`src/transitive_closure_defines.svh`:
```
// ----------------------------------------------------------------------------
// transitive_closure_defines
// assertion macros for the transitive closure block
// ----------------------------------------------------------------------------
`ifndef TRANSITIVE_CLOSURE_DEFINES_SVH
`define TRANSITIVE_CLOSURE_DEFINES_SVH

`ifndef SYNTHESIS

// property checked only while out of reset
`define TC_ASSERT(lbl, clk, rst_n, prop) \
    lbl: assert property (@(posedge clk) disable iff (!rst_n) prop) \
        else $error("transitive_closure assertion failed");

// property checked on every edge, reset included
`define TC_ASSERT_ALWAYS(lbl, clk, prop) \
    lbl: assert property (@(posedge clk) prop) \
        else $error("transitive_closure assertion failed");

`else

`define TC_ASSERT(lbl, clk, rst_n, prop)
`define TC_ASSERT_ALWAYS(lbl, clk, prop)

`endif

`endif

```
`src/tc_pkg.sv`:
```
// ----------------------------------------------------------------------------
// tc_pkg
// types and constants of the transitive closure block
// ----------------------------------------------------------------------------
package tc_pkg;

    // fixed field widths
    localparam int ROW_W      = 16;
    localparam int ROW_IDX_W  = 4;
    localparam int VCOUNT_W   = 5;

    // default matrix depth
    localparam int MAX_VERTICES_DEF = 16;

    // vertex count after reset
    localparam logic [VCOUNT_W-1:0] VCOUNT_RST = 5'd16;

    // sequencer states
    typedef enum logic [1:0] {
        S_LOAD,
        S_CLOSE,
        S_EMIT
    } t_state;

endpackage

```
`src/transitive_closure.sv`:
```
// ----------------------------------------------------------------------------
// transitive_closure
// Warshall transitive closure of a directed graph of up to MAX_VERTICES nodes
// ----------------------------------------------------------------------------
// The block takes an adjacency matrix one row per item, row 0 first, with as
// many rows as the vertex count register says (0 counts as 1, values above
// MAX_VERTICES saturate). Row bits at or above the vertex count are cleared
// on load; while loading, a row item is taken whenever one is offered. The
// last row starts the closure: one pivot per cycle, a shared OR array
// updating every row that reaches the pivot in parallel. The closure rows
// then leave through a single output register, one per cycle when the sink
// is ready, row 0 first, with last_row on the final one. A full data set
// passes through loading, the pivot steps and the emits in turn; no new row is
// accepted during the pivot and emit phases. Writing the vertex count
// restarts loading and drops rows already taken in; it must only be written
// while the block is idle.
// ----------------------------------------------------------------------------
`include "transitive_closure_defines.svh"

module transitive_closure
    import tc_pkg::*;
#(
    parameter int MAX_VERTICES = MAX_VERTICES_DEF
) (
    input  logic                 i_clk,
    input  logic                 i_rst_n,
    // configuration
    input  logic                 i_cfg_wr_en,
    input  logic [VCOUNT_W-1:0]  i_cfg_wr_data,
    // row items in
    input  logic                 i_valid,
    output logic                 o_ready,
    input  logic [ROW_W-1:0]     i_row_bits,
    // closure rows out
    output logic                 o_valid,
    input  logic                 i_ready,
    output logic [ROW_IDX_W-1:0] o_row_index,
    output logic [ROW_W-1:0]     o_closure_row,
    output logic                 o_last_row
);

    // counter wide enough to hold MAX_VERTICES itself, index for the rows
    localparam int CNT_W = $clog2(MAX_VERTICES + 1);
    localparam int IDX_W = $clog2(MAX_VERTICES);

    // state and registers
    t_state                r_state, n_state;
    logic [VCOUNT_W-1:0]   r_vertex_count;
    logic [CNT_W-1:0]      r_rows_loaded, n_rows_loaded;
    logic [CNT_W-1:0]      r_pivot, n_pivot;
    logic [CNT_W-1:0]      r_emit, n_emit;
    logic [ROW_W-1:0]      r_matrix [MAX_VERTICES];

    // output register
    logic                  r_out_valid, n_out_valid;
    logic [ROW_W-1:0]      r_out_row;
    logic [ROW_IDX_W-1:0]  r_out_index;
    logic                  r_out_last;

    // control
    logic [CNT_W-1:0]      active_n;
    logic [CNT_W-1:0]      last_idx;
    logic [ROW_W-1:0]      row_mask;
    logic                  in_fire;
    logic                  last_load;
    logic                  close_step;
    logic                  emit_fire;
    logic [ROW_W-1:0]      pivot_row;
    logic [MAX_VERTICES-1:0] row_hit;

    // ------------------------------------------------------------------
    // vertex count in use: zero counts as one, saturated at the depth
    // ------------------------------------------------------------------
    always_comb begin
        if (r_vertex_count == '0) begin
            active_n = CNT_W'(1);
        end else if (32'(r_vertex_count) > MAX_VERTICES) begin
            active_n = CNT_W'(MAX_VERTICES);
        end else begin
            active_n = CNT_W'(r_vertex_count);
        end
    end

    assign last_idx = active_n - CNT_W'(1);

    // columns at or above the vertex count are cleared on load
    always_comb begin
        for (int j = 0; j < ROW_W; j++) begin
            row_mask[j] = (j < 32'(active_n));
        end
    end

    // ------------------------------------------------------------------
    // shared OR unit: pivot row broadcast to every row that reaches it
    // ------------------------------------------------------------------
    assign pivot_row = r_matrix[r_pivot[IDX_W-1:0]];

    always_comb begin
        for (int i = 0; i < MAX_VERTICES; i++) begin
            // pivots past the row width never hit, those bits are always clear
            row_hit[i] = (32'(r_pivot) < ROW_W) && r_matrix[i][ROW_IDX_W'(r_pivot)];
        end
    end

    // ------------------------------------------------------------------
    // sequencer: load rows, step the pivots, emit the closure
    // ------------------------------------------------------------------
    always_comb begin
        n_state       = r_state;
        n_rows_loaded = r_rows_loaded;
        n_pivot       = r_pivot;
        n_emit        = r_emit;
        n_out_valid   = r_out_valid;
        o_ready       = 1'b0;
        in_fire       = 1'b0;
        close_step    = 1'b0;
        emit_fire     = 1'b0;
        last_load     = (r_rows_loaded == last_idx);

        // sink taking the current row frees the output register
        if (r_out_valid && i_ready) begin
            n_out_valid = 1'b0;
        end

        case (r_state)
            S_LOAD: begin
                o_ready = 1'b1;
                in_fire = i_valid;
                if (i_valid) begin
                    if (last_load) begin
                        n_rows_loaded = '0;
                        n_pivot       = '0;
                        n_state       = S_CLOSE;
                    end else begin
                        n_rows_loaded = r_rows_loaded + CNT_W'(1);
                    end
                end
            end
            S_CLOSE: begin
                close_step = 1'b1;
                n_pivot    = r_pivot + CNT_W'(1);
                if (r_pivot == last_idx) begin
                    n_emit  = '0;
                    n_state = S_EMIT;
                end
            end
            S_EMIT: begin
                if (!r_out_valid || i_ready) begin
                    emit_fire   = 1'b1;
                    n_out_valid = 1'b1;
                    n_emit      = r_emit + CNT_W'(1);
                    if (r_emit == last_idx) begin
                        n_state = S_LOAD;
                    end
                end
            end
            default: begin
                n_state = S_LOAD;
            end
        endcase

        // a vertex count write restarts the data set
        if (i_cfg_wr_en) begin
            n_rows_loaded = '0;
        end
    end

    always_ff @(posedge i_clk) begin
        if (!i_rst_n) begin
            r_state        <= S_LOAD;
            r_vertex_count <= VCOUNT_RST;
            r_rows_loaded  <= '0;
            r_pivot        <= '0;
            r_emit         <= '0;
            r_out_valid    <= 1'b0;
        end else begin
            r_state        <= n_state;
            r_rows_loaded  <= n_rows_loaded;
            r_pivot        <= n_pivot;
            r_emit         <= n_emit;
            r_out_valid    <= n_out_valid;
            if (i_cfg_wr_en) begin
                r_vertex_count <= i_cfg_wr_data;
            end
        end
    end

    // ------------------------------------------------------------------
    // reach matrix: written on load, widened per pivot, shifted up on emit
    // so row 0 always holds the next row to go out
    // ------------------------------------------------------------------
    always_ff @(posedge i_clk) begin
        if (in_fire) begin
            r_matrix[r_rows_loaded[IDX_W-1:0]] <= i_row_bits & row_mask;
        end else if (close_step) begin
            for (int i = 0; i < MAX_VERTICES; i++) begin
                if (row_hit[i]) begin
                    r_matrix[i] <= r_matrix[i] | pivot_row;
                end
            end
        end else if (emit_fire) begin
            for (int i = 0; i < MAX_VERTICES - 1; i++) begin
                r_matrix[i] <= r_matrix[i+1];
            end
        end
    end

    // output payload
    always_ff @(posedge i_clk) begin
        if (emit_fire) begin
            r_out_row   <= r_matrix[0];
            r_out_index <= ROW_IDX_W'(r_emit);
            r_out_last  <= (r_emit == last_idx);
        end
    end

    assign o_valid       = r_out_valid;
    assign o_closure_row = r_out_row;
    assign o_row_index   = r_out_index;
    assign o_last_row    = r_out_last;

    // ------------------------------------------------------------------
    // assertions
    // ------------------------------------------------------------------
    // pivot never runs past the vertex count
    `TC_ASSERT(a_pivot_range, i_clk, i_rst_n, (r_state == S_CLOSE) |-> (r_pivot < active_n))
    // load position stays inside the current data set
    `TC_ASSERT(a_load_range, i_clk, i_rst_n, (r_state == S_LOAD) |-> (r_rows_loaded < active_n))
    // leaving the emit phase means the final row has just gone to the output
    `TC_ASSERT(a_emit_ends_last, i_clk, i_rst_n, ($past(r_state) == S_EMIT && r_state == S_LOAD) |-> (r_out_valid && r_out_last))
    // nothing is presented right after reset
    `TC_ASSERT_ALWAYS(a_reset_quiet, i_clk, !i_rst_n |=> !o_valid)

endmodule

```
`config.mk`:
```
export PLATFORM = sky130hd
export DESIGN_NAME = transitive_closure
export DESIGN_NICKNAME = d
export VERILOG_FILES = /design/src/tc_pkg.sv /design/src/transitive_closure.sv
export VERILOG_INCLUDE_DIRS = /design/src /design/src/src
export SDC_FILE = /design/constraint.sdc
export NUM_CORES = 1
export LEC_CHECK = 0
export BUFFER_PORTS_ARGS = -buffer_cell sky130_fd_sc_hd__buf_2
export CAP_MARGIN = 15
export CORE_ASPECT_RATIO = 0.9
export CORE_MARGIN = 3
export CORE_UTILIZATION = 40
export CTS_BUF_LIST = sky130_fd_sc_hd__clkbuf_4
export DETAILED_ROUTE_END_ITERATION = 12
export GPL_TIMING_DRIVEN = 0
export MAX_ROUTING_LAYER = met4
export SLEW_MARGIN = 30
export SYNTH_ARGS = -nofsm -noshare
export SYNTH_HDL_FRONTEND = slang
export SYNTH_SLANG_ARGS = --single-unit
```
`constraint.sdc`:
```
create_clock -name i_clk -period 3.9 [get_ports i_clk]
set_input_delay 0 -clock i_clk [delete_from_list [all_inputs] [get_ports i_clk]]
set_output_delay 0 -clock i_clk [all_outputs]
set_load 0.03 [all_outputs]
```
==> results of run 1 <==
worst register-to-register path: stages (launching register included):
cell,delay (ps)
dfxtp_1,410
buf_2,440
buf_1,590
mux4_2,410
mux2_2,290
o211ai_2,300
clkbuf_1,530
nand2_2,450
cell type report:
class | instances | area, sq um
fillers | 4026 | 23800
flip-flops and latches | 304 | 8860
multi-input cells | 1025 | 8740
clock buffers | 132 | 991
well taps | 600 | 751
plain buffers | 160 | 702
repair buffers | 90 | 681
clock inverters | 17 | 116
inverters | 12 | 45.0
diodes | 7 | 17.5
power by group:
group | switching (mW) | internal (mW)
Sequential | 0.0342 | 3.60
Combinational | 0.470 | 0.205
Clock | 1.45 | 1.66
Total | 1.96 | 5.46
cells by family after synthesis:
| group | Yosys count |
|---|---|
| compound gates | 535 |
| flops | 304 |
| simple gates | 282 |
| mux | 180 |
| buf+inv | 172 |
| xor+xnor | 20 |
| fa+ha+maj | 8 |
state kept, by name (all words and copies together) (netlist names), 2 cells and up, named ones only:
register        flops
r_state             2
o_row_index         4
r_rows_loaded       5
o_closure_row      16
r_vertex_count      5
r_emit              5
r_matrix          256
r_pivot             5
worst paths after layout:
path,from,end,slack [ps],cells after the start
worst max-delay path,r_pivot[2],r_matrix[11][6],50,7
worst min-delay path,i_ready,o_valid,90,4
worst min register to register,o_valid,o_valid,520,2
worst max register to register,r_pivot[2],r_matrix[11][6],50,7
metrics by stage:
stage / hold slack, ps / utilization
after floorplan: 98.6 / -
after global placement: 224 / 0.431
final: 93.7 / 0.468
after global routing: 93.9 / 0.468
after detailed placement: 227 / 0.432
after CTS: 2.18 / 0.467
cells in the mapped netlist, drive strengths merged (4+ instances only):
library cell,n,area [sq um]
inv,11,41.3
nor3,120,601
nand3,6,30.0
mux2,6,67.6
and2,15,93.8
mux4,145,3270
nor2b,4,25.0
ha,8,100
clkbuf,97,365
a31oi,9,56.3
a21oi,319,1600
xor2,10,87.6
or3,4,25.0
buf,63,325
dfxtp,27,541
o32ai,140,1230
a211oi,20,150
nand2,54,203
o22a,9,78.8
and3,5,38.8
edfxtp,277,8320
o31ai,4,30.0
nor2,59,221
xnor2,8,70.1
o21ai,15,75.1
mux2i,29,290
o211ai,8,80.1
per-layer routing:
layer | routed length (microns) | track usage | up-vias
li1 | - | - | 6618
met1 | 28600 | 0.432 | 8276
met2 | 32900 | 0.454 | 1622
met3 | 12400 | 0.126 | 298
met4 | 4700 | 0.151 | 0
met5 | 0 | - | -
cell usage in the layout (no fill, tap or decap), types with 3 or more instances in the layout:
master,netlist,routed
a211oi_1,20,20
a21oi_1,319,318
a31oi_1,9,9
and2_1,14,14
buf_1,11,12
buf_2,44,91
buf_4,7,8
clkbuf_1,96,86
clkbuf_2,1,10
clkbuf_4,0,132
clkinv_1,1,14
dfxtp_1,27,27
diode_2,0,7
dlygate4sd3_1,0,41
edfxtp_1,277,277
ha_1,8,8
inv_1,10,10
inv_2,1,3
mux2_2,6,6
mux2i_1,29,29
mux4_2,145,145
nand2_1,54,39
nand2_2,0,14
nand2b_1,3,3
nand3_1,6,6
nand4_1,3,3
nor2_1,59,58
nor2b_1,4,4
nor3_1,120,120
o211ai_1,4,4
o211ai_2,4,4
o21ai_0,14,13
o22a_1,9,9
o31ai_1,4,4
o32ai_1,140,140
or3_1,4,4
xnor2_1,8,8
xor2_1,10,10
timing repair:
action                     in CTS  in global routing
setup endpoints to repair     136                160
pin swaps                       0                  0
gates resized for setup        10                 15
hold buffers                   41                  0
hold endpoints to repair       81                  0
==> run metrics, run 1 <==
CP cell instances buf_2, buf_1, mux4_2, mux2_2, o211ai_2, clkbuf_1, nand2_2; largest family of logic cells by synthesized area multiplexers; worst setup margin 49.5 ps; Routed Antenna Nets 0; Total GRT Usage 0.330; Post-CTS Setup Inserts 0; kind of cell adding the most delay to the critical path buffers and inverters; Worst-path clk slew 70 ps; drt total wl 78600 microns; VDD IR-drop max 0.191 mV; final setup fails 0; RSZ-0062 raised after global routing false; initial core utilization 0.409; Layout area overhead 14.3%; share of flip-flops with an asynchronous set or reset 0; EDFF count, synth 277; Post-Synth Simple-Gate Area 0.0745; ys flop type edfxtp_1; max_cap viols 0; crit path kind register to register; vias per inst 7.16; first-pass GRT wire length 112000 microns; WP buf/inv 3; Worst Path Max Fanout 16; vias in the first global route 15.5k; Syn Nets 1535; CTS Buf Count 84; Power Total 7.42 mW; multiplexer area fraction after synthesis 0.198; IO Port Bufs 47; Max clock buf depth 3; global placement routability congestion 1.05; Die Y 209 microns; Worst Path Required 4300 ps; Hold Vio Cnt, Final 0; Post-Syn Instances 1501; hpwl dp 56500 microns; grt ovf 0; nets 1711; cell area after synthesis 18300 sq um; count of cell types in the netlist 58; fin area 20900 sq um; largest net degree at the start of global routing 25; Slew Limit Fails 0; Routed WL per cell 33.5 microns; critical path arrival 4250 ps; die area 48300 sq um; PwrDens 355 nW/um^2; type of destination of the critical path register; First-pass DRT Iterations 7; Starting DRT DRC Count 2808; core area 44700 sq um; Synth Register Bits 304; Final Instance Count excl. Fillers 2347; DRC 0; Slowest-stage cell, CP buf_1; clock latency on the worst-skew pair 820 ps; via count 16.8k; initial antenna violation count 5; Seq/Total Area, Yosys 0.485; CTS tree yes; Row Count 73; DIE WIDTH 231 microns; clock skew 62.6 ps; Lkg Pwr 6.46 nW; Adder-Cell Fraction of Synth Area 0.00547; dpl cells 2150; setup TNS 0 ps; H-tree depth 3; outcome finished, final reports clean; share of layout cells above drive strength 1 0.248; Yosys warning total 0; Rel. slew slack 0.257; Critical Path Max Stage Delay 580 ps; Fmax 260 MHz; Slew @ Worst Pin 1110 ps; Root Buffer Master clkbuf_4; XOR/XNOR share of the synthesized area 0.0111; Place WS -335 ps; Ports 49; Final period util 0.987; Syn Area/Cell 12.2 sq um; worst hold path class input port to register; Startpoint Class register; clock sink total 304; Tmin final 3850 ps; Placed Area 19300 sq um; complex-gate fraction of the synthesized area 0.186
No activity file was read; power rests on OpenSTA's default activity.
==> run 2: changes to the inputs <==
--- a/config.mk
+++ b/config.mk
@@ -6,10 +6,10 @@
 export SDC_FILE = /design/constraint.sdc
 export NUM_CORES = 1
 export LEC_CHECK = 0
-export BUFFER_PORTS_ARGS = -buffer_cell sky130_fd_sc_hd__buf_2
+export BUFFER_PORTS_ARGS = -buffer_cell sky130_fd_sc_hd__buf_4
 export CAP_MARGIN = 15
 export CORE_ASPECT_RATIO = 0.9
-export CORE_MARGIN = 3
+export CORE_MARGIN = 5
 export CORE_UTILIZATION = 40
 export CTS_BUF_LIST = sky130_fd_sc_hd__clkbuf_4
 export DETAILED_ROUTE_END_ITERATION = 12
==> run 2 against run 1 <==
Die area rose by 3.7%. Power fell by 1.1%. Via count fell by 5.8%. Sequential power barely moved. Fmax rose by 2.5%. Largest power group unchanged. Critical path type unchanged. Setup slack improved by 96 ps.
==> run metrics, run 2 (synthesis gave the netlist of run 1 again) <==
Routed Antenna Nets 0 (unchanged); share of layout cells above drive strength 1 0.247 (-0.000866); via count 15.8k (-5.8%); H-tree depth 3 (unchanged); DRC 0 (unchanged); outcome finished, final reports clean; Slew Limit Fails 0 (unchanged); largest net degree at the start of global routing 25 (unchanged); Hold WS 87.8 ps (-5.88 ps); commonest non-fill, non-tap cells in the layout 318 x a21oi_1, 277 x edfxtp_1, 145 x mux4_2; worst setup margin 145 ps (+95.5 ps); Total GRT Usage 0.275 (-0.0549); Startpoint Class register; Power Total 7.33 mW (-1.1%); Final period util 0.963 (-0.0245); Fmax 266 MHz (+2.5%); type of destination of the critical path register; PwrDens 349 nW/um^2 (-1.6%); max reg flops 256 (unchanged); DIE WIDTH 235 microns (+1.7%); Slew @ Worst Pin 1060 ps (-56.8 ps); Die Y 213 microns (+1.9%); crit path kind register to register; Reg with most FFs r_matrix; vias in the first global route 15.1k (-2.1%); die area 50100 sq um (+3.7%); Place WS -376 ps (-40.2 ps); Worst-path clk slew 60 ps (about the same); critical path arrival 4180 ps (-70 ps); Layout area overhead 14.9%; drt total wl 68900 microns (-12%); worst hold path class input port to register; Tmin final 3750 ps (-95.5 ps); grt ovf 0 (unchanged); Row Count 74 (+1.4%); nets 1708 (-0.18%); Lkg Pwr 6.48 nW (+0.20%); global placement routability congestion 0.994 (-4.9%); Hold Vio Cnt, Final 0 (unchanged); Routed WL per cell 29.3 microns (-12%); first-pass GRT wire length 100000 microns (-10%); Max clock buf depth 3 (unchanged); Starting DRT DRC Count 2398 (-15%); IO Port Bufs 47 (unchanged); fillers 4169 (+3.6%); Rel. slew slack 0.295 (+0.0379); RSZ-0062 raised after global routing false; Worst Path Max Fanout 16 (unchanged); setup TNS 0 ps (unchanged); vias per inst 6.74 (-5.9%); CTS tree yes; fin area 21000 sq um (+0.51%); clock latency on the worst-skew pair 810 ps (about the same); clock skew 50.5 ps (-12.1 ps); VDD IR-drop max 0.200 mV (+4.4%); First-pass DRT Iterations 6 (-1); initial antenna violation count 2 (-3); final setup fails 0 (unchanged); hpwl dp 52500 microns (-7.1%); Worst Path Required 4320 ps (+20 ps); core area 45300 sq um (+1.4%); Root Buffer Master clkbuf_4; initial core utilization 0.404 (-0.00553); Ports 49 (unchanged); clock sink total 304 (unchanged); Post-CTS Setup Inserts 0 (unchanged); max_cap viols 0 (unchanged); commonest non-fill, non-tap cell in the layout a21oi_1; CTS Buf Count 84 (unchanged); Placed Area 19400 sq um (+0.58%)
## run 2: power by group
group / switching, mW / internal [mW]
registers: 0.0287 / 3.60
clock network: 1.47 / 1.64
logic: 0.384 / 0.210
## run 2: final cells by class
class	count	area [sq um]	share of cell area
Inverter	12	45.0	0.00214
Antenna cell	2	5.00	0.000238
Clock buffer	123	923	0.0440
Multi-Input combinational cell	1025	8750	0.417
Tap cell	608	761	0.0362
Sequential cell	304	8860	0.422
Timing Repair Buffer	87	763	0.0363
Buffer	160	709	0.0338
Clock inverter	27	190	0.00905
## run 2: what timing repair did
action / 4_1_cts / 5_1_grt
setup endpoints to repair: 224 / 191
endpoints found under the hold margin: 81 / 0
hold buffers: 39 / 0
gates cloned: 0 / 0
resized for setup: 15 / 20
## run 2: critical path, cell delays in order, from the launching register on
cell and delay, ps:
dfxtp_1 370, buf_2 370, buf_4 400, buf_2 460, mux4_2 400, mux2i_1 140, o22a_1 170, and2_1 210
clkbuf_1 470, nand2_2 410
## run 2: per-layer routing
layer | track usage | part of all wire | vias to the layer above
met3 | 0.0730 | 0.13 | 189
met5 | - | 0 | -
met4 | 0.101 | 0.039 | 0
met2 | 0.399 | 0.44 | 1245
li1 | - | - | 6611
met1 | 0.376 | 0.39 | 7791
## run 2: final timing paths
path / from / endpoint / slack (ps) / cells after the start
worst max-delay path: r_pivot[1] / r_matrix[2][8] / 150 / 9
worst min-delay path: i_rst_n / r_state[0] / 90 / 4
worst max register to register: r_pivot[1] / r_matrix[2][8] / 150 / 9
worst min register to register: o_valid / o_valid / 520 / 2
## run 2: through the flow
step	util	cells
3_5_place_dp	0.429	2157
6_report	0.464	2348
4_1_cts	0.463	2346
5_1_grt	0.464	2348
3_3_place_gp	0.428	2156
2_1_floorplan	-	1501
==> run 3: changes to the inputs <==
==> constraint.sdc (replaced) <==
create_clock -name i_clk -period 3.9 [get_ports i_clk]
set_input_delay 0.39 -clock i_clk [delete_from_list [all_inputs] [get_ports i_clk]]
set_output_delay 0.39 -clock i_clk [all_outputs]
set_load 0.03 [all_outputs]
==> run 3 against run 2 <==
Sequential share of layout area rose by 0.61 points. Critical endpoint unchanged. Non-clock buffer count fell by 30. Largest power group unchanged. Fmax rose by 0.78%. Die area did not move. Clock-buffer cell count did not move. Worst hold slack improved by 0.86 ps.
==> run metrics, run 3 (synthesis gave the netlist of run 1 again) <==
Worst Path Required 4320 ps (about the same); critical path arrival 4150 ps (-30 ps); Post-CTS Setup Inserts 0 (unchanged); Total GRT Usage 0.273 (-0.00240); initial antenna violation count 2 (unchanged); Worst Path Max Fanout 16 (unchanged); Slew @ Worst Pin 1050 ps (-4.25 ps); fillers 4201 (+0.77%); hpwl dp 52500 microns (unchanged); Root Buffer Master clkbuf_4; first-pass GRT wire length 99600 microns (-0.85%); commonest non-fill, non-tap cells in the layout 318 x a21oi_1, 277 x edfxtp_1, 145 x mux4_2; met1 usage 0.375 (-0.00127); Place WS -376 ps (unchanged); die area 50100 sq um (unchanged); grt ovf 0 (unchanged); outcome finished, final reports clean; commonest non-fill, non-tap cell in the layout a21oi_1; GRT busiest layer met2; DRC 0 (unchanged); final setup fails 0 (unchanged); Ports 49 (unchanged); DIE WIDTH 235 microns (unchanged); Final Instance Count excl. Fillers 2318 (-1.3%); nets 1678 (-1.8%); Hold Vio Cnt, Final 0 (unchanged); H-tree depth 3 (unchanged); vias in the first global route 14.9k (-1.4%); Rel. slew slack 0.297 (+0.00283); IO Port Bufs 47 (unchanged); dpl cells 2157 (unchanged); Max clock buf depth 3 (unchanged); via count 15.6k (-1.3%); Row Count 74 (unchanged); PwrDens 353 nW/um^2 (+1.0%); area occupied by multi-input gates 8750 sq um (unchanged); VDD IR-drop max 0.203 mV (+1.5%); initial core utilization 0.404 (unchanged); clock sink total 304 (unchanged); Slew Limit Fails 0 (unchanged); drt total wl 68100 microns (-1.1%); Fmax 268 MHz (+0.78%); worst hold path class input port to register; R2R Setup Slk 170 ps (+30 ps); Reg2Reg Launch Point r_pivot[1]; clock latency on the worst-skew pair 810 ps (about the same); global placement routability congestion 0.994 (unchanged); Starting DRT DRC Count 2413 (+0.63%); Reg with most FFs r_matrix; r2r endpoint r_matrix[2][8]; max reg flops 256 (unchanged); Die Y 213 microns (unchanged); First-pass DRT Iterations 8 (+2); Setup crit end r_matrix[2][8]; Routed WL per cell 29.4 microns (+0.15%); hold-critical path depth 3 (-1); type of destination of the critical path register; worst setup margin 174 ps (+29.2 ps); register area 8860 sq um (unchanged); core area 45300 sq um (unchanged); Worst-path clk slew 60 ps (about the same); share of layout cells above drive strength 1 0.251 (+0.00434); Layout area overhead 13.2%; Lkg Pwr 6.35 nW (-2.0%); max_cap viols 0 (unchanged); crit path kind register to register; largest net degree at the start of global routing 25 (unchanged); Startpoint Class register; r2r worst-path depth 9 (unchanged); RSZ-0062 raised after global routing false; Tmin final 3730 ps (-29.2 ps); met3 track demand over resource 0.0719 (-0.00103); Final period util 0.955 (-0.00749); CTS tree yes; Routed Antenna Nets 0 (unchanged); met2 usage 0.394 (-0.00498); vias per inst 6.74 (about the same); Crit. Startpoint r_pivot[1]; Hold WS 88.7 ps (+0.860 ps); clock skew 52.5 ps (+2.01 ps); CTS Buf Count 84 (unchanged)
==> run 3: cell types whose count changed in the layout (fill, tap and decap cells not counted), sizes merged <==
cell	change
dlygate4sd3	-30
==> run 3: metal layers <==
layer | up-vias | wire (microns)
met5 | - | 0
met2 | 1152 | 29600
li1 | 6567 | -
met3 | 168 | 8500
met1 | 7741 | 27300
met4 | 0 | 2640
==> run 3: how the worst min path moves through the flow <==
| stage | from | slack [ps] | to |
|---|---|---|---|
| 6_report | i_cfg_wr_en | 90 | r_vertex_count[1] |
| 5_1_grt | i_cfg_wr_en | 90 | r_vertex_count[1] |
| 4_1_cts | i_cfg_wr_en | 40 | r_vertex_count[1] |
| 3_5_place_dp | o_valid | 510 | o_valid |
| 3_3_place_gp | o_valid | 500 | o_valid |
| 2_1_floorplan | r_matrix[0][10] | 460 | o_closure_row[10] |
==> run 3: per-stage QoR <==
step                power, mW  setup TNS (ps)  utilization  area [sq um]
floorplan                4.02               0            -         18300
global placement         4.21          -28600        0.428         19400
detailed placement       4.22          -37770        0.429         19400
CTS                      7.30               0        0.456         20700
global route             7.53               0        0.457         20700
finish                   7.31               0        0.457         20700
==> run 3: layout make-up <==
cell class / count / share of cell area
antenna: 2 / 0.000242
sequential: 304 / 0.428
clock inverter: 27 / 0.00918
multi-input combinational: 1025 / 0.423
buffer: 160 / 0.0343
timing repair buffer: 57 / 0.0224
clock buffer: 123 / 0.0446
tap: 608 / 0.0367
inverter: 12 / 0.00218
==> run 3: where the power goes <==
group	switching, mW	total [mW]	internal, mW
combinational	0.375	0.564	0.188
sequential	0.0288	3.63	3.60
clock	1.47	3.11	1.64
==> run 3: timing repair <==
action                                  4_1_cts  5_1_grt
endpoints found under the setup margin      224      191
endpoints found under the hold margin        12        0
hold buffers                                  9        0
resized for setup                            15       20
==> run 3: worst max-delay path: stages, from the launching register on <==
cell      delay [ps]
dfxtp_1          360
buf_2            360
buf_4            390
buf_2            450
mux4_2           400
mux2i_1          140
o22a_1           170
and2_1           210
clkbuf_1         470
nand2_2          410
